## config.mk

```make
export PLATFORM = sky130hd
export DESIGN_NAME = lsg_decomp
export DESIGN_NICKNAME = d
export VERILOG_FILES = /design/src/hw/rtl/lsg_pkg.sv /design/src/hw/rtl/lsg_cdiv.sv /design/src/hw/rtl/lsg_decomp.sv
export SDC_FILE = /design/constraint.sdc
export NUM_CORES = 2
export LEC_CHECK = 0
export BUFFER_PORTS_ARGS = -buffer_cell sky130_fd_sc_hd__buf_2
export CAP_MARGIN = 40
export CORE_ASPECT_RATIO = 1.25
export CORE_MARGIN = 2
export CORE_UTILIZATION = 50
export CTS_BUF_LIST = sky130_fd_sc_hd__clkbuf_16
export DETAILED_ROUTE_END_ITERATION = 8
export PLACE_DENSITY = 0.74
export SYNTH_ARGS = -nofsm -noshare
export SYNTH_HDL_FRONTEND = slang
export SYNTH_SLANG_ARGS = --single-unit
```

## constraint.sdc

```tcl
create_clock -name clk -period 9.22 [get_ports clk]
set_input_delay 1.844 -clock clk [delete_from_list [all_inputs] [get_ports clk]]
set_output_delay 1.844 -clock clk [all_outputs]
set_load 0.02 [all_outputs]
```

## src/hw/rtl/lsg_pkg.sv

```systemverilog
// Shared constants for the Lab to sRGB gamut check pipeline.
// Holds field widths, fixed-point constants and the conversion matrix.
// Used by lsg_decomp, lab_srgb_gamut_check and lsg_chk.
package lsg_pkg;

  localparam int L_W = 15;
  localparam int AB_W = 16;

  // Working value formats (signed, 16 fraction bits).
  localparam int FW = 18;
  localparam int DW = 20;
  localparam int SQW = 19;
  localparam int XW = 20;
  localparam int PW = 36;
  localparam int SW = 38;

  localparam int QS = 16;
  localparam int RND = 32768;

  // Numerator widths of the three front-end divisions.
  localparam int FY_NW = 25;
  localparam int AB_NW = 24;
  localparam int FY_OFFS = 4096;
  localparam int FY_DIV = 116;
  localparam int FX_DIV = 500;
  localparam int FZ_DIV = 200;

  // Inverse companding.
  localparam int KNEE = 580;
  localparam int OFFS = 9039;
  localparam int LIN_SCALE = 1000;
  localparam int LIN_DIV = 7787;
  localparam int LIN_NW = 29;

  localparam int WHITE_X = 62290;
  localparam int WHITE_Z = 71358;

  // XYZ to linear sRGB, scaled by 10000.
  localparam int M_RX = 32406;
  localparam int M_RY = -15372;
  localparam int M_RZ = -4986;
  localparam int M_GX = -9689;
  localparam int M_GY = 18758;
  localparam int M_GZ = 415;
  localparam int M_BX = 557;
  localparam int M_BY = -2040;
  localparam int M_BZ = 10570;

  // A channel sum s rounds into [0, 65536] exactly when S_LO <= s <= S_HI.
  localparam int S_LO = -5000;
  localparam int S_HI = 655364999;

  // Register stages from the accepting edge to the result register.
  localparam int PIPE_DEPTH = 15;

endpackage

```

## src/hw/rtl/lsg_cdiv.sv

```systemverilog
// Pipelined signed division by a constant, rounding to nearest with ties up.
// Reciprocal multiply, remainder check and a one-step correction, three stages.
// Stands alone; instantiated by lsg_decomp and lab_srgb_gamut_check.
module lsg_cdiv #(
  parameter int NW = 24,
  parameter int QW = 18,
  parameter int DIV = 116
) (
  input  logic                 clk,
  input  logic signed [NW-1:0] num,
  output logic signed [QW-1:0] quo
);

  localparam int S = NW;
  localparam longint MUL = ((longint'(1) <<< S) + longint'(DIV) - 1) / DIV;
  localparam int MW = $clog2(MUL) + 2;
  localparam int HALF = DIV / 2;
  localparam int PRW = NW + 1 + MW;
  localparam int RW = NW + 2;

  logic signed [NW:0]    m_nxt, m_r;
  logic signed [PRW-1:0] p_nxt, p_r;
  logic signed [QW:0]    q0_nxt, q0_r;
  logic signed [RW-1:0]  r0_nxt, r0_r;
  logic signed [QW:0]    q_nxt;
  logic signed [QW-1:0]  quo_r;

  always_comb begin
    m_nxt = (NW+1)'(num) + (NW+1)'(HALF);
    p_nxt = PRW'(m_nxt) * PRW'(MUL);
    q0_nxt = (QW+1)'(p_r >>> S);
    r0_nxt = RW'(m_r) - RW'(q0_nxt) * RW'(DIV);
  end

  always_comb begin
    priority if (r0_r < RW'(0)) begin
      q_nxt = q0_r - (QW+1)'(1);
    end else if (r0_r >= RW'(DIV)) begin
      q_nxt = q0_r + (QW+1)'(1);
    end else begin
      q_nxt = q0_r;
    end
  end

  always_ff @(posedge clk) begin
    m_r <= m_nxt;
    p_r <= p_nxt;
    q0_r <= q0_nxt;
    r0_r <= r0_nxt;
    quo_r <= QW'(q_nxt);
  end

  assign quo = quo_r;

endmodule

```

## src/hw/rtl/lsg_decomp.sv

```systemverilog
// Inverse Lab companding for one channel: cube above the knee, linear below.
// Five register stages from f to the selected value.
// Depends on lsg_pkg and lsg_cdiv.
module lsg_decomp (
  input  logic                          clk,
  input  logic signed [lsg_pkg::FW-1:0] f,
  output logic signed [lsg_pkg::DW-1:0] d
);

  localparam int FW = lsg_pkg::FW;
  localparam int DW = lsg_pkg::DW;
  localparam int SQW = lsg_pkg::SQW;
  localparam int LNW = lsg_pkg::LIN_NW;
  localparam int CPW = SQW + FW;

  logic signed [2*FW-1:0] sqp_nxt, sqp_r;
  logic signed [FW-1:0]   f1_r, f2_r;
  logic signed [SQW-1:0]  sq_nxt, sq_r;
  logic signed [CPW-1:0]  cp_nxt, cp_r;
  logic signed [DW-1:0]   c_nxt, c_r;
  logic signed [LNW-1:0]  ln_nxt, ln_r;
  logic signed [DW-1:0]   lin;
  logic signed [DW-1:0]   d_nxt, d_r;

  always_comb begin
    sqp_nxt = (2*FW)'(f) * (2*FW)'(f);
    sq_nxt = SQW'((sqp_r + (2*FW)'(lsg_pkg::RND)) >>> lsg_pkg::QS);
    cp_nxt = CPW'(sq_r) * CPW'(f2_r);
    c_nxt = DW'((cp_r + CPW'(lsg_pkg::RND)) >>> lsg_pkg::QS);
    ln_nxt = (LNW'(f) - LNW'(lsg_pkg::OFFS)) * LNW'(lsg_pkg::LIN_SCALE);
    d_nxt = (c_r > DW'(lsg_pkg::KNEE)) ? c_r : lin;
  end

  lsg_cdiv #(
    .NW (LNW),
    .QW (DW),
    .DIV(lsg_pkg::LIN_DIV)
  ) u_lin_div (
    .clk(clk),
    .num(ln_r),
    .quo(lin)
  );

  always_ff @(posedge clk) begin
    sqp_r <= sqp_nxt;
    f1_r <= f;
    ln_r <= ln_nxt;
    sq_r <= sq_nxt;
    f2_r <= f1_r;
    cp_r <= cp_nxt;
    c_r <= c_nxt;
    d_r <= d_nxt;
  end

  assign d = d_r;

endmodule

```

* After elaboration in Yosys (flattened, before gate mapping)
Cells that the tools add are included.
Operators by class: add/subtract/negate cells 7, multipliers 5, $lt $le $gt $ge 3, muxes and demuxes 3
Operator list (number):
- two-way mux 20 bit | 3
- multiplier 30 x 18 -> 48 bit, second input constant | 1
- adder 36 x 17 -> 36 bit, second input constant | 1
- multiplier 19 x 18 -> 36 bit | 1
- adder 35 x 17 -> 35 bit, second input constant | 1
- multiplier 18 x 18 -> 35 bit | 1
- greater-or-equal comparator 31 x 14 -> 1 bit, second input constant | 1
- < comparator 31 x 1 -> 1 bit, second input constant | 1
- multiplier 19 x 14 -> 31 bit, second input constant | 1
- subtractor 30 x 31 -> 31 bit | 1
- adder 29 x 13 -> 30 bit, second input constant | 1
- multiplier 19 x 8 -> 26 bit, second input constant | 1
- adder 19 x 2 -> 20 bit, second input constant | 1
- > comparator 20 x 11 -> 1 bit, second input constant | 1
- subtractor 19 x 2 -> 20 bit, second input constant | 1
- subtractor 18 x 15 -> 19 bit, second input constant | 1
Word-level totals: bits in registers 340, input port bits 19, output and inout bits 20, word-level logic and storage cells 31

* Depth between registers and ports, before layout
depth after elaboration 3, depth in mapped cells 29, mapped depth without buffers 29

* By module
A second synthesis with hierarchy kept.
Second synthesis, totals: cells, all modules 5059, area total of the unflattened synthesis 48745.5 um^2
By module, submodules not included:
- lsg_decomp | times used 1, cells an instance 3150, area each 30152.7 um^2
- lsg_cdiv | times used 1, cells an instance 1909, area each 18592.8 um^2

* Least setup slack after synthesis
Ideal clock, no wire load.
kind input to register, from input f[4] (netlist name), to register sqp_r[31], library setup time 0.122 ns, arrival time 7.640 ns, data required time 9.098 ns, slack 1.459 ns, stages 22, path buffers 2, path through clkbuf_1 -> buf_1 -> nand2_1 -> fa_1 -> inv_1 -> fa_1 -> inv_1 -> fa_1 -> fa_1 -> inv_1 -> fa_1 -> fa_1 -> ha_1 -> a211oi_1 -> nand2_1 -> o221ai_2 -> o31ai_1 -> o211a_1 -> or3_4 -> o311a_4 -> a31o_1 -> o311a_1
Between the ends: word-level cells in the longest chain between the ends 1
Ends and longest elaborated chain:
- from (decl) | line lsg_decomp.sv:6 | input logic signed [lsg_pkg::FW-1:0] f,
- multiplier 18 x 18 -> 35 bit | line lsg_decomp.sv:26 | sqp_nxt = (2*FW)'(f) * (2*FW)'(f);
- named net sqp_nxt[31] | line lsg_decomp.sv:16 | logic signed [2*FW-1:0] sqp_nxt, sqp_r;
- to (signal assigned) | line lsg_decomp.sv:45 | sqp_r <= sqp_nxt;
- to (decl) | line lsg_decomp.sv:16
The timed path passes the listed nets, and every way through them passes these cells.

* Final worst setup path
from register ln_r[4], to register u_lin_div.p_r[43]
Between the ends: word-level cells in the longest chain between the ends 2
Ends and longest elaborated chain:
- from (decl) | line lsg_decomp.sv:21 | logic signed [LNW-1:0] ln_nxt, ln_r;
- from (signal assigned) | line lsg_decomp.sv:47 | ln_r <= ln_nxt;
- adder 29 x 13 -> 30 bit | line lsg_cdiv.sv:29 | m_nxt = (NW+1)'(num) + (NW+1)'(HALF);
- named net u_lin_div.m_nxt[4] | line lsg_cdiv.sv:21 | logic signed [NW:0] m_nxt, m_r;
- multiplier 30 x 18 -> 48 bit | line lsg_cdiv.sv:30 | p_nxt = PRW'(m_nxt) * PRW'(MUL);
- named net u_lin_div.p_nxt[43] | line lsg_cdiv.sv:22 | logic signed [PRW-1:0] p_nxt, p_r;
- to (signal assigned) | line lsg_cdiv.sv:47 | p_r <= p_nxt;
- to (decl) | line lsg_cdiv.sv:22
The timed path passes the listed nets, and every way through them passes these cells.

==> impl_metrics.json <==
{
  "vias_per_cell": 5.06,
  "synth_xor_area_frac": 0.0450,
  "ant_nets": 0,
  "synthAdderAreaFrac": 0.575,
  "cts-root-buf": "clkbuf_16",
  "cpMostUsedCell": "inv_1",
  "drt_iter0_markers": 1331,
  "status": "complete, no violations",
  "die_area_sq_um": 98600,
  "yosysWarnings": 0,
  "layout-drive-gt1-share": 0.0329,
  "yosys.area_share.simple": 0.0925,
  "synth_cells": 4945,
  "finalSetupViolations": 0,
  "drc": 0,
  "muxShareOfSynthArea": 0.00599,
  "syn_nets": 6579,
  "cts_resized": 0,
  "postCtsSetupBuffers": 0,
  "numCtsBuffers": 28,
  "grt_max_degree": 42,
  "syn_avg_cell_area_sq_um": 9.72,
  "portBuffers": 38,
  "synth_top_family_by_area": "adder cells",
  "grt_pass1_vias": 35300,
  "synth-compound-area-share": 0.0444,
  "max_stage_delay_ns": 0.54,
  "tightestPinTransition_ns": 0.998,
  "clkSlewWorstSetupHoldPaths_ns": 0.06,
  "yosysTopAreaCell": "fa_1",
  "gp_congestion": 0.876,
  "finalNetCount": 6568,
  "die_y_um": 351,
  "drt_wl_total_mm": 100,
  "netlist_area_sq_um": 48000,
  "crit_type": "flop to flop",
  "relSlewSlack": 0.333,
  "synth_area_leaders": "fa_1 41%, ha_1 16%, dfxtp_1 12%, inv_1 11%, xnor2_1 3.1%",
  "start_util": 0.502,
  "rows": 127,
  "final_util": 0.529,
  "yosysMostFrequentCell": "inv_1",
  "grt_overflow": 0,
  "grt_antenna_before_repair": 0,
  "grtUsageTotal": 0.215,
  "hp-class": "flop to flop",
  "hold_viol": 0,
  "clkSinkCount": 278,
  "dr_total_vias": 31600,
  "synth_top_area_share": 0.412,
  "cts_tree": "done",
  "dp_slack_ns": 0.975,
  "period_needed_ns": 8.00,
  "ys_seq_elements": 278,
  "cts_buffer_depth": 3,
  "yosysSeqAreaShare": 0.116,
  "max_freq_ghz": 0.125,
  "whs_ns": 0.328,
  "rsz0062_at_grt": "false",
  "first_pass_iters": 6,
  "yosysUniqueCellTypes": 81,
  "finClkSkew_ns": 0.0280,
  "fin_ws_ns": 1.22,
  "rrSetupSlack_ns": 1.22,
  "finalCritPeriodShare": 0.868,
  "io_pins": 39,
  "cp_max_fo": 8,
  "area_growth_pct": 5.39,
  "synth_ff_type": "dfxtp_1",
  "worst_setup_path_start_kind": "flop",
  "h-tree-depth": 1,
  "hpwl_mm": 83.4,
  "async_reset_ff_frac": 0,
  "fillers": 8530,
  "slew_viol_final": 0,
  "clock_latency_ns": 0.58,
  "synth.top_cells.by_count": "1,433 x inv_1, 989 x fa_1, 626 x ha_1",
  "postCtsHoldBufs": 0,
  "required_ns": 9.67,
  "crit_arrival_ns": 8.45,
  "finalSetupTns_ns": 0,
  "grt_pass1_wl_mm": 170,
  "dieWidth_um": 281,
  "cap_violations": 0,
  "wl_per_cell_um": 16.0,
  "core-area_sq_um": 95700,
  "cp_slowest_cell": "fa_1",
  "synth_edf_count": 0,
  "setup.worst_path.end_class": "flop"
}
-- logic make-up (layout without fill, tap and decap cells) --
logic type | after synthesis | count (layout)
other | 0 | 1
muxes | 26 | 26
AOI/OAI and AO/OA | 324 | 324
buffers and inverters | 1548 | 1559
DFF | 278 | 278
xor gates and xnor gates | 247 | 247
adders and majority gates | 1615 | 1615
and+or+nand+nor | 907 | 907
-- critical path, delay by kind of cell (launching register included) --
kind | cells | cell delay [ns]
adder cells (fa/ha/maj) | 8 | 3.54
AO/OA/AOI/OAI | 6 | 1.58
AND/OR/NAND/NOR | 6 | 1.34
buffers and inverters | 6 | 0.75
flip-flops | 1 | 0.44
XOR/XNOR | 1 | 0.22
-- final timing paths --
kind	from	to	depth (start not counted)
hold / removal	f1_r[17]$_DFF_P_	f2_r[17]$_DFF_P_	0
hold reg to reg	f1_r[17]$_DFF_P_	f2_r[17]$_DFF_P_	0
setup / recovery	ln_r[4]$_DFF_P_	u_lin_div.p_r[43]$_DFF_P_	27
setup reg to reg	ln_r[4]$_DFF_P_	u_lin_div.p_r[43]$_DFF_P_	27
-- registers in the layout, summed over array words and instances (netlist names) --
| signal | cells |
|---|---|
| u_lin_div.r0_r | 31 |
| ln_r | 26 |
| u_lin_div.m_r | 26 |
| cp_r | 21 |
| c_r | 20 |
| d | 20 |
| sqp_r | 20 |
| u_lin_div.p_r | 20 |
| u_lin_div.quo | 20 |
| sq_r | 19 |
| u_lin_div.q0_r | 19 |
| f1_r | 18 |
| f2_r | 18 |
-- metrics by stage --
stage          instance area, sq um  std cells
2_1_floorplan                 48000       4945
3_3_place_gp                  49600       6187
3_5_place_dp                  49700       6193
4_1_cts                       50600       6245
5_1_grt                       50600       6246
6_report                      50600       6247
-- final cells by class --
type / count / area [sq um] / area share
Sequential cell: 278 / 5570 / 0.110
Clock buffer: 29 / 726 / 0.0143
Clock inverter: 23 / 234 / 0.00462
Inverter: 1436 / 5390 / 0.106
Multi-Input combinational cell: 3119 / 36700 / 0.724
Timing Repair Buffer: 71 / 443 / 0.00875
Tap cell: 1290 / 1610 / 0.0319
Antenna cell: 1 / 2.50 / 0.0000494
-- layout by cell type (no fill, tap or decap), drive strengths merged, types with 12 or more instances in the layout --
cell type / synthesis / layout
a211oi: 13 / 13
a21o: 43 / 43
a21oi: 89 / 89
a31oi: 12 / 12
and2: 171 / 171
and3: 23 / 23
buf: 5 / 70
clkbuf: 107 / 30
dfxtp: 278 / 278
fa: 989 / 989
ha: 626 / 626
inv: 1435 / 1444
mux2: 22 / 22
nand2: 383 / 383
nand2b: 41 / 41
nand3: 55 / 55
nand4: 23 / 23
nor2: 98 / 98
nor2b: 27 / 27
nor3: 31 / 31
o21a: 19 / 19
o21ai: 72 / 72
or3: 15 / 15
xnor2: 172 / 172
xor2: 75 / 75
-- per-layer routing --
metal  track usage  vias up  routed length [um]
met1         0.254    16000               39200
met3        0.0160      245                3790
met5             0        -                   0
li1              -    14600                   -
met4        0.0777        0                3950
met2         0.404      722               53100
Power is not shown: default switching activity piles up to over one toggle a cycle in this logic, so the estimate is an artifact.
