--- src/hw/rtl/lsg_cdiv.sv ---
// Pipelined signed division by a constant, rounding to nearest with ties up.
// Reciprocal multiply, remainder check and a one-step correction, three stages.
// Stands alone; instantiated by lsg_decomp and lab_srgb_gamut_check.
module lsg_cdiv #(
  parameter int NW = 24,
  parameter int QW = 18,
  parameter int DIV = 116
) (
  input  logic                 clk,
  input  logic signed [NW-1:0] num,
  output logic signed [QW-1:0] quo
);

  localparam int S = NW;
  localparam longint MUL = ((longint'(1) <<< S) + longint'(DIV) - 1) / DIV;
  localparam int MW = $clog2(MUL) + 2;
  localparam int HALF = DIV / 2;
  localparam int PRW = NW + 1 + MW;
  localparam int RW = NW + 2;

  logic signed [NW:0]    m_nxt, m_r;
  logic signed [PRW-1:0] p_nxt, p_r;
  logic signed [QW:0]    q0_nxt, q0_r;
  logic signed [RW-1:0]  r0_nxt, r0_r;
  logic signed [QW:0]    q_nxt;
  logic signed [QW-1:0]  quo_r;

  always_comb begin
    m_nxt = (NW+1)'(num) + (NW+1)'(HALF);
    p_nxt = PRW'(m_nxt) * PRW'(MUL);
    q0_nxt = (QW+1)'(p_r >>> S);
    r0_nxt = RW'(m_r) - RW'(q0_nxt) * RW'(DIV);
  end

  always_comb begin
    priority if (r0_r < RW'(0)) begin
      q_nxt = q0_r - (QW+1)'(1);
    end else if (r0_r >= RW'(DIV)) begin
      q_nxt = q0_r + (QW+1)'(1);
    end else begin
      q_nxt = q0_r;
    end
  end

  always_ff @(posedge clk) begin
    m_r <= m_nxt;
    p_r <= p_nxt;
    q0_r <= q0_nxt;
    r0_r <= r0_nxt;
    quo_r <= QW'(q_nxt);
  end

  assign quo = quo_r;

endmodule

--- config.mk ---
export PLATFORM = sky130hd
export DESIGN_NAME = lsg_cdiv
export DESIGN_NICKNAME = d
export VERILOG_FILES = /design/src/hw/rtl/lsg_cdiv.sv
export SDC_FILE = /design/constraint.sdc
export NUM_CORES = 1
export LEC_CHECK = 0
export BUFFER_PORTS_ARGS = -buffer_cell sky130_fd_sc_hd__buf_2
export CAP_MARGIN = 20
export CORE_UTILIZATION = 30
export CTS_CLUSTER_SIZE = 20
export DETAILED_ROUTE_END_ITERATION = 6
export PLACE_DENSITY = 0.44
export SLEW_MARGIN = 25
export SYNTH_ARGS = -nofsm -noshare
export SYNTH_HDL_FRONTEND = slang
export SYNTH_SLANG_ARGS = --single-unit
--- constraint.sdc ---
create_clock -name clk -period 10.8 [get_ports clk]
set_input_delay 2.7 -clock clk [delete_from_list [all_inputs] [get_ports clk]]
set_output_delay 2.7 -clock clk [all_outputs]
set_load 0.01 [all_outputs]
## Yosys cells after proc, flatten, opt, wreduce, memory -nomap -nowiden

Cells that the tools add are included.

| storage, ports and cells | value |
|---|---|
| flip-flop bits (word level) | 127 |
| logic and storage cells | 15 |
| input bits | 25 |
| output and inout bits | 18 |

| operators by class | value |
|---|---|
| multiply operators | 2 |
| multiplexer cells | 2 |
| add/subtract/negate cells | 4 |
| order comparisons | 2 |

Operators with widths:

| operator | count |
|---|---|
| multiplier 25 x 16 -> 40 bit (second input constant) | 1 |
| two-way mux 18 bit | 2 |
| greater-or-equal comparator 26 x 8 -> 1 bit (second input constant) | 1 |
| less-than comparator 26 x 1 -> 1 bit (second input constant) | 1 |
| subtractor 25 x 26 -> 26 bit | 1 |
| adder 24 x 7 -> 25 bit (second input constant) | 1 |
| multiplier 19 x 6 -> 24 bit (second input constant) | 1 |
| adder 18 x 2 -> 18 bit (second input constant) | 1 |
| subtractor 18 x 2 -> 18 bit (second input constant) | 1 |

## Longest topological paths before layout

Gate-level depths: netlist (run 1).

| depth | value |
|---|---|
| word-level depth | 3 |
| depth in mapped cells | 30 |
| gate-level depth less buffers | 29 |

## Worst setup path before layout (run 1)

OpenSTA, ideal clock, no wires.

| timing path | value |
|---|---|
| kind | input to register |
| from | in num[1] |
| to | reg p_r[39] |
| cell stages on the path | 28 |
| library setup time | 62 ps |
| data required time | 10738 ps |
| path slack | 1337 ps |
| buffers on the path | 1 |
| arrival | 9401 ps |
| cell sequence | ha_1 > or4_4 > and3_4 > buf_6 > and3_4 > and2_4 > nand2_2 > xor2_4 > inv_2 > xnor2_1 > ha_1 > ha_1 > fa_1 > fa_1 > fa_1 > inv_1 > fa_1 > inv_1 > ha_1 > nand2_1 > nor3_1 > a311oi_1 > o2111ai_1 > a41oi_2 > o31a_1 > o21ai_1 > or4_1 > nand3_1 |

| on the way | value |
|---|---|
| word-level cells in the longest chain between the ends | 2 |

RTL lines:

| what | RTL line | text |
|---|---|---|
| start, declared | 10 | `input logic signed [NW-1:0] num,` |
| adder 24 x 7 -> 25 bit | 29 | `m_nxt = (NW+1)'(num) + (NW+1)'(HALF);` |
| net m_nxt[19] | 21 | `logic signed [NW:0] m_nxt, m_r;` |
| multiplier 25 x 16 -> 40 bit | 30 | `p_nxt = PRW'(m_nxt) * PRW'(MUL);` |
| net p_nxt[39] | 22 | `logic signed [PRW-1:0] p_nxt, p_r;` |
| end signal, assigned | 47 | `p_r <= p_nxt;` |
| end, declared | 22 |  |

The timed path passes the listed nets, and every way through them passes these cells.

## Worst setup path in the final report (run 1)

| timing path | value |
|---|---|
| from | in num[1] |
| to | reg p_r[42] |

Same word-level chain as after synthesis.

==> out/qor.csv, run 1 <==
stage,metric,value,unit
outcome,status,"finished, final reports clean",
timing,post-route minimum period,9.81,ns
synthesis,most instantiated cells after synthesis,"inv_1 (335), ha_1 (253), fa_1 (179), dfxtp_1 (102), xnor2_1 (79)",
die,row count,78,
critical_path,CP max stage cell,fa_1,
layout,register area,2040,sq um
synthesis,compound-cell area share of the yosys netlist,9.62,%
die,io pins,43,
synthesis,Yosys cell types,75,
synthesis,synthesized instance count,1472,
hold_path,hold endpoint,quo[17],
clocking,H-tree levels,3,
die,starting density of the core,30.7,%
detailed_routing,1st-pass router iterations,7,
timing,# setup viols final,0,
detailed_routing,Routed WL,31600,microns
detailed_routing,vias per inst,4.45,
timing,Setup Total Neg Slack,0,ns
clocking,CTS buffer count,9,
global_routing,initial antenna violation count,0,
global_routing,vias in the first global route,10500,
synthesis,register area share after synthesis,14.5,%
critical_path,r2r endpoint,r0_r[23],
timing,fmax,102,MHz
clocking,clock slew at reported path FFs,0.08,ns
synthesis,dominant cell type by area after synthesis,fa_1,
placement,Buffers on Ports,42,
clocking,CTS sink count,102,
synthesis,"flops & latches, synth",102,
synthesis,post-synthesis mux area share,0.446,%
synthesis,mapped cell area,14000,sq um
timing,Worst-Margin Slew,0.745,ns
hold_path,min-delay src,q0_r[17],
synthesis,Synth async-reset ratio,0,%
synthesis,"count leader, synth",inv_1,
critical_path,worst-case reg-to-reg path depth,19,
placement,hpwl dp,27000,microns
synthesis,Synth Area in Adders,48.1,%
global_routing,gr usage total,14.4,%
clocking,post-CTS setup buffers,0,
critical_path,CP max FO,8,
critical_path,CP arrival,10.06,ns
clocking,cts repair resizes,0,
die,DIE HEIGHT,218,microns
layout,layout cells sized above 1,7.98,%
synthesis,yosys warns,0,
hold_path,Hold Path Stages,1,
timing,unrepaired setup endpoints after global routing,no,
clocking,CTS Hold Bufs,0,
detailed_routing,DR vias,9527,
clocking,CTS max path bufs,2,
critical_path,Worst EP required,11.05,ns
die,Core Region,45800,sq um
global_routing,largest net degree at the start of global routing,21,
critical_path,CP peak stage delay,0.55,ns
timing,Final Cycle Share,90.8,%
critical_path,startpoint types,input port,
detailed_routing,DRC,0,
die,Die Span X,218,microns
detailed_routing,DR iter-0 viols,373,
layout,FILL cells,4769,
timing,"Slew Viols, Final",0,
detailed_routing,Routed Antenna Nets,0,
synthesis,ys flop type,dfxtp_1,
layout,ANT cells,0,
flow_run,Max Cap Viol,0,
global_routing,first-pass GRT wire length,54200,microns
clocking,clk root buf,clkbuf_16,
die,Die ar.,47700,sq um
layout,nets@finish,1993,
detailed_routing,routed len/inst,14.8,microns
timing,final hold violation count,0,
synthesis,largest family of logic cells by synthesized area,adder cells,
timing,worst rel slew slack,50.1,%
critical_path,CP endpoint kind,register,
synthesis,simple-gate share of the synthesized area,8.88,%
critical_path,"setup slack, reg-to-reg",5.08,ns
critical_path,"Worst Path Class, Setup",input port to register,
synthesis,xor/xnor share of the synthesized area,8.86,%
synthesis,net count after synthesis,1929,
global_routing,gr ovfl total,0,
clocking,worst skew pair latency,0.36,ns
synthesis,syn_area_per_cell,9.53,sq um
critical_path,Reg-to-Reg Start,p_r[25],
clocking,CTS tree,yes,
hold_path,worst hold path class,register to register,
layout,area of the multi-input gates,10700,sq um
synthesis,Yosys top cell area share,25.5,%
layout,Layout area overhead,9.80,%
synthesis,Post-synth EDFFs,0,
timing,final setup skew,0.00924,ns
synthesis,ranking of synthesized cells by area,"fa_1 (26%), ha_1 (23%), dfxtp_1 (15%), inv_1 (9.0%), xnor2_1 (4.9%)",
placement,GPL Wtd Cong,0.787,
==> critical path, delay by kind of cell <==
kind	cells	cell delay [ns]
adder cells (fa/ha/maj)	8	3.20
AO/OA/AOI/OAI	6	1.73
AND/OR/NAND/NOR	7	1.38
XOR/XNOR	3	0.63
buffers and inverters	4	0.40
==> cell type report <==
class / instances / area share, %
Clock buffer: 9 / 1.46
Clock inverter: 7 / 0.406
Inverter: 341 / 8.31
Multi-Input combinational cell: 1016 / 69.2
Sequential cell: 102 / 13.3
Tap cell: 600 / 4.87
Timing Repair Buffer: 66 / 2.53
==> through the flow <==
stage	hold WS [ns]	area, sq um	std cells	util, %	setup slack [ns]
final	0.430	15400	2141	33.7	0.994
after detailed placement	0.421	15100	2125	33.0	0.581
after global placement	0.420	15100	2125	33.0	0.714
after global routing	0.445	15400	2141	33.7	0.514
after floorplan	0.390	14000	1472	-	1.34
after CTS	0.433	15400	2141	33.7	0.962
==> metal layers <==
metal | track usage [%] | vias up | wire, microns | share of wire [%]
li1 | - | 4873 | - | -
met1 | 19.8 | 4535 | 15500 | 49
met2 | 24.3 | 96 | 14800 | 47
met3 | 1.32 | 23 | 896 | 2.8
met4 | 3.12 | 0 | 385 | 1.2
met5 | 0 | - | 0 | 0
==> state kept, by name, indices dropped and copies added, names as in the netlist <==
| signal | count |
|---|---|
| r0_r | 24 |
| m_r | 23 |
| p_r | 19 |
| q0_r | 18 |
| quo | 18 |
==> cells by family after synthesis <==
kind of cell | count (synthesis)
multiplexers | 6
XOR/XNOR | 136
buffers and inverters | 354
AO/OA/AOI/OAI | 203
adder cells (fa/ha/maj) | 432
AND/OR/NAND/NOR | 239
flip-flops | 102
==> cell usage in the layout (no fill, tap or decap), types with 6 or more instances in the layout <==
master	count
buf_4	24
nand3_1	24
o21ai_0	25
ha_1	253
inv_1	335
a21oi_1	73
buf_2	42
nor4_1	8
a21o_1	33
fa_1	179
nand4_1	11
dfxtp_1	102
o21bai_1	10
nand2_1	48
o21ai_1	6
nor2b_1	13
clkbuf_16	9
xor2_1	53
nor3_1	15
nor2_1	64
xnor2_1	78
nand2b_1	8
and3_1	7
==> how the worst max path moves through the flow <==
stage	start	endpoint	slack, ns	depth (start not counted)
2_1_floorplan	num[1]	p_r[39]	1.34	28
3_3_place_gp	num[1]	p_r[42]	0.71	28
3_5_place_dp	num[1]	p_r[42]	0.58	27
4_1_cts	num[1]	p_r[42]	0.96	28
5_1_grt	num[1]	p_r[42]	0.51	27
6_report	num[1]	p_r[42]	0.99	28
Power of run 1 is not shown: default switching activity piles up to over one toggle a cycle in this logic, so the estimate is an artifact.
==> inputs of run 2 (changes only) <==
==> constraint.sdc (replaced) <==
create_clock -name clk -period 10.7 [get_ports clk]
set_input_delay 2.675 -clock clk [delete_from_list [all_inputs] [get_ports clk]]
set_output_delay 2.675 -clock clk [all_outputs]
set_load 0.01 [all_outputs]
==> run 2 against run 1 <==
  * Sequential cell count unchanged
  * Die area unchanged
  * Worst hold slack better by 0.0025 ns
  * Critical path depth stayed put
  * Clock skew increased by 0.00057 ns
  * Global-route usage fell by 0.17 points
  * Cell count increased by 0.14%
==> out/qor.csv, run 2 (synthesis results as in run 1) <==
stage,metric,value,unit,change
clocking,H-tree levels,3,,unchanged
detailed_routing,routed len/inst,14.6,microns,was 14.8 microns
global_routing,largest net degree at the start of global routing,21,,unchanged
global_routing,gr usage total,14.2,%,was 14.4%
clocking,CTS sink count,102,,unchanged
layout,Largest Register,r0_r,,unchanged
layout,FILL cells,4730,,was 4769
die,row count,78,,unchanged
timing,Final Cycle Share,91.0,%,
timing,fmax,103,MHz,
critical_path,CP arrival,10.03,ns,was 10.06 ns
critical_path,worst-case reg-to-reg path depth,22,,was 19
die,starting density of the core,30.7,%,unchanged
die,Core Region,45800,sq um,unchanged
critical_path,r2r endpoint,r0_r[25],,was r0_r[23]
critical_path,Reg-to-Reg Start,p_r[25],,unchanged
layout,biggest regs,"r0_r x24, m_r x23, p_r x19",,unchanged
clocking,clock slew at reported path FFs,0.08,ns,about the same
outcome,status,"finished, final reports clean",,unchanged
critical_path,worst path bufs/invs,4,,unchanged
clocking,CTS max path bufs,2,,unchanged
layout,most frequent cells in the layout,"inv_1 (335), ha_1 (253), fa_1 (179)",,unchanged
placement,Buffers on Ports,42,,unchanged
clocking,CTS buffer count,9,,unchanged
global_routing,vias in the first global route,10400,,was 10500
layout,ANT cells,0,,unchanged
clocking,CTS Hold Bufs,0,,unchanged
critical_path,"Worst Path Class, Setup",input port to register,,unchanged
clocking,clk root buf,clkbuf_16,,unchanged
critical_path,CP endpoint kind,register,,unchanged
layout,layout cells sized above 1,8.16,%,was 7.98%
detailed_routing,Routed WL,31400,microns,was 31600 microns
global_routing,initial antenna violation count,0,,unchanged
detailed_routing,DRC,0,,unchanged
critical_path,Worst EP required,11.00,ns,was 11.05 ns
global_routing,first-pass GRT wire length,53800,microns,was 54200 microns
timing,worst rel slew slack,47.9,%,was 50.1%
detailed_routing,1st-pass router iterations,4,,was 7
die,DIE HEIGHT,218,microns,unchanged
flow_run,Max Cap Viol,0,,unchanged
timing,final hold violation count,0,,unchanged
timing,Setup Total Neg Slack,0,ns,unchanged
timing,# setup viols final,0,,unchanged
critical_path,CP peak stage delay,0.55,ns,about the same
layout,nets@finish,1996,,was 1993
die,io pins,43,,unchanged
placement,GPL Wtd Cong,0.790,,was 0.787
detailed_routing,vias per inst,4.49,,was 4.45
timing,final setup skew,0.00982,ns,was 0.00924 ns
hold_path,hold endpoint,quo[17],,unchanged
critical_path,"setup slack, reg-to-reg",4.90,ns,was 5.08 ns
critical_path,CP max FO,8,,unchanged
detailed_routing,Routed Antenna Nets,0,,unchanged
die,Die Span X,218,microns,unchanged
global_routing,gr ovfl total,0,,unchanged
timing,unrepaired setup endpoints after global routing,no,,unchanged
layout,Layout area overhead,9.92,%,was 9.80%
timing,post-route minimum period,9.73,ns,
hold_path,min-delay src,q0_r[17],,unchanged
critical_path,startpoint types,input port,,unchanged
clocking,post-CTS setup buffers,0,,unchanged
placement,hpwl dp,26900,microns,was 27000 microns
clocking,worst skew pair latency,0.35,ns,was 0.36 ns
die,Die ar.,47700,sq um,unchanged
timing,Worst-Margin Slew,0.779,ns,was 0.745 ns
layout,Largest register FFs,24,,unchanged
detailed_routing,DR vias,9616,,was 9527
critical_path,CP max stage cell,fa_1,,unchanged
layout,"most common cell after layout, fill and taps aside",inv_1,,unchanged
hold_path,Hold Path Stages,1,,unchanged
detailed_routing,DR iter-0 viols,319,,was 373
critical_path,Crit path max-delay family,adder cells,,unchanged
timing,"Slew Viols, Final",0,,unchanged
hold_path,worst hold path class,register to register,,unchanged
clocking,cts repair resizes,0,,unchanged
clocking,CTS tree,yes,,unchanged
[run 2: cell count changes in the layout (fill, tap and decap cells not counted), sizes merged]
cell	previous run	this run
clkinv	2	4
clkinvlp	2	1
buf	66	69
inv	344	343
[run 2: cell type report]
| cell class | instances | area, sq um | share of cell area (%) |
|---|---|---|---|
| sequential | 102 | 2040 | 13.2 |
| timing repair buffer | 69 | 413 | 2.68 |
| clock inverter | 7 | 57.6 | 0.373 |
| tap | 600 | 751 | 4.87 |
| multi-input combinational | 1016 | 10700 | 69.1 |
| inverter | 341 | 1280 | 8.30 |
| clock buffer | 9 | 225 | 1.46 |
[run 2: worst max path at each step]
stage	from	to	slack, ns	cells past startpoint
6_report	num[1]	p_r[39]	0.97	28
3_5_place_dp	num[1]	p_r[42]	0.54	28
2_1_floorplan	num[1]	p_r[39]	1.26	28
3_3_place_gp	num[1]	p_r[42]	0.65	28
4_1_cts	num[1]	p_r[42]	0.91	28
5_1_grt	num[1]	p_r[42]	0.48	28
[run 2: through the flow]
stage,util [%],hold WS [ns],worst slack [ns],area [sq um],instances
2_1_floorplan,-,0.390,1.26,14000,1472
3_3_place_gp,33.1,0.419,0.648,15100,2128
3_5_place_dp,33.1,0.418,0.544,15100,2128
4_1_cts,33.7,0.434,0.911,15400,2144
5_1_grt,33.7,0.458,0.481,15400,2144
6_report,33.7,0.432,0.966,15400,2144
[run 2: per-layer routing]
layer  GRT usage, %  vias to the layer above  share of wire [%]
li1               -                     4874                  -
met1           19.7                     4667                 51
met2           24.4                       63                 47
met3           1.28                       12                1.3
met4           2.10                        0               0.83
met5              0                        -                  0
Power of run 2 is left out for the same reason.
==> inputs of run 3 (changes only) <==
--- a/config.mk
+++ b/config.mk
@@ -7,10 +7,11 @@
 export LEC_CHECK = 0
 export BUFFER_PORTS_ARGS = -buffer_cell sky130_fd_sc_hd__buf_2
 export CAP_MARGIN = 20
-export CORE_UTILIZATION = 30
+export CORE_UTILIZATION = 63
 export CTS_CLUSTER_SIZE = 20
 export DETAILED_ROUTE_END_ITERATION = 6
-export PLACE_DENSITY = 0.44
+export PLACE_DENSITY = 0.81
+export SKIP_CTS_REPAIR_TIMING = 1
 export SLEW_MARGIN = 25
 export SYNTH_ARGS = -nofsm -noshare
 export SYNTH_HDL_FRONTEND = slang
==> constraint.sdc (replaced) <==
create_clock -name clk -period 11.8 [get_ports clk]
set_input_delay 2.95 -clock clk [delete_from_list [all_inputs] [get_ports clk]]
set_output_delay 2.95 -clock clk [all_outputs]
set_load 0.01 [all_outputs]
==> run 3 against run 2 <==
  * Cell count fell by 16%
  * Register-to-register slack improved by 1.2 ns
  * Count of clock-buffer cells in the layout rose by 1
  * Setup slack improved by 0.59 ns
  * Clock skew rose by 0.0027 ns
  * Non-clock buffer count fell by 15
  * Worst hold slack got worse by 0.0023 ns
==> out/qor.csv, run 3 (synthesis results as in run 1) <==
stage,metric,value,unit,change
outcome,status,"finished, final reports clean",,unchanged
critical_path,CP arrival,10.49,ns,was 10.03 ns
global_routing,gr ovfl total,0,,unchanged
clocking,CTS tree,yes,,unchanged
detailed_routing,1st-pass router iterations,5,,was 4
placement,hpwl dp,23900,microns,was 26900 microns
timing,final hold violation count,0,,unchanged
timing,Setup Total Neg Slack,0,ns,unchanged
layout,Layout area overhead,6.37,%,was 9.92%
timing,Final Cycle Share,86.8,%,
critical_path,CP max FO,10,,was 8
layout,Largest register FFs,24,,unchanged
layout,layout cells sized above 1,7.19,%,was 8.16%
detailed_routing,DR vias,9987,,was 9616
detailed_routing,routed len/inst,15.9,microns,was 14.6 microns
timing,post-route minimum period,10.24,ns,
detailed_routing,Routed Antenna Nets,0,,unchanged
global_routing,largest net degree at the start of global routing,22,,was 21
clocking,clock slew at reported path FFs,0.07,ns,was 0.08 ns
layout,"most common cell after layout, fill and taps aside",inv_1,,unchanged
die,io pins,43,,unchanged
clocking,clk root buf,clkbuf_16,,unchanged
layout,ANT cells,0,,unchanged
clocking,CTS max path bufs,2,,unchanged
layout,Largest Register,r0_r,,unchanged
die,Die ar.,22900,sq um,was 47700 sq um
flow_run,Max Cap Viol,0,,unchanged
global_routing,vias in the first global route,10500,,was 10400
detailed_routing,Routed WL,28700,microns,was 31400 microns
timing,# setup viols final,0,,unchanged
placement,GPL Wtd Cong,0.911,,was 0.790
layout,most frequent cells in the layout,"inv_1 (335), ha_1 (253), fa_1 (179)",,unchanged
clocking,H-tree levels,3,,unchanged
detailed_routing,DRC,0,,unchanged
critical_path,CP endpoint kind,register,,unchanged
global_routing,gr usage total,27.5,%,was 14.2%
critical_path,Worst EP required,12.05,ns,was 11.00 ns
detailed_routing,DR iter-0 viols,509,,was 319
layout,biggest regs,"r0_r x24, m_r x23, p_r x19",,unchanged
detailed_routing,vias per inst,5.52,,was 4.49
timing,unrepaired setup endpoints after global routing,no,,unchanged
die,DIE HEIGHT,151,microns,was 218 microns
timing,final setup skew,0.0125,ns,was 0.00982 ns
hold_path,worst hold path class,register to register,,unchanged
clocking,CTS sink count,102,,unchanged
global_routing,first-pass GRT wire length,49100,microns,was 53800 microns
global_routing,initial antenna violation count,0,,unchanged
clocking,worst skew pair latency,0.36,ns,was 0.35 ns
timing,worst rel slew slack,49.2,%,was 47.9%
critical_path,startpoint types,input port,,unchanged
die,starting density of the core,64.3,%,was 30.7%
critical_path,CP peak stage delay,0.54,ns,was 0.55 ns
placement,Buffers on Ports,42,,unchanged
timing,"Slew Viols, Final",0,,unchanged
die,row count,54,,was 78
timing,Worst-Margin Slew,0.759,ns,was 0.779 ns
timing,fmax,97.6,MHz,
die,Die Span X,151,microns,was 218 microns
layout,nets@finish,1981,,was 1996
critical_path,"Worst Path Class, Setup",input port to register,,unchanged
clocking,CTS buffer count,9,,unchanged
critical_path,CP max stage cell,fa_1,,unchanged
die,Core Region,21800,sq um,was 45800 sq um
==> run 3: stage by stage <==
| stage | util [%] | setup WS, ns | hold slack, ns | area, sq um | cells |
|---|---|---|---|---|---|
| CTS | 68.4 | 1.56 | 0.436 | 14900 | 1809 |
| floorplan | - | 2.09 | 0.390 | 14000 | 1472 |
| finish | 68.4 | 1.56 | 0.430 | 14900 | 1809 |
| global placement | 67.0 | 1.39 | 0.414 | 14600 | 1793 |
| detailed placement | 67.0 | 1.21 | 0.422 | 14600 | 1793 |
| global route | 68.4 | 1.14 | 0.443 | 14900 | 1809 |
==> run 3: path summary, 6_finish.rpt <==
check                           startpoint       end  slack, ns  cells after the start
worst max-delay path                num[1]   p_r[42]       1.56                     29
worst min-delay path               p_r[32]   q0_r[8]       0.43                      0
worst max register to register     p_r[25]  r0_r[25]       6.06                     22
worst min register to register     p_r[32]   q0_r[8]       0.43                      0
==> run 3: layer usage <==
metal | GRT usage [%] | share of wire, %
met4 | 8.05 | 1.8
met1 | 35.2 | 44
met3 | 2.14 | 3.1
met5 | 0 | 0
met2 | 49.3 | 51
==> run 3: area by class of cell <==
cell class | instances | area [sq um]
repair buffers | 54 | 300
clock buffers | 10 | 229
inverters | 341 | 1280
multi-input cells | 1016 | 10700
fillers | 1644 | 6890
clock inverters | 6 | 68.8
well taps | 280 | 350
flip-flops and latches | 102 | 2040
==> run 3: critical path, delay by kind of cell <==
kind / cells / cell delay (ns)
compound gates: 6 / 1.75
xor+xnor: 3 / 0.85
fa+ha+maj: 8 / 3.16
buf+inv: 6 / 0.62
simple gates: 6 / 1.13
Power of run 3 is left out for the same reason.
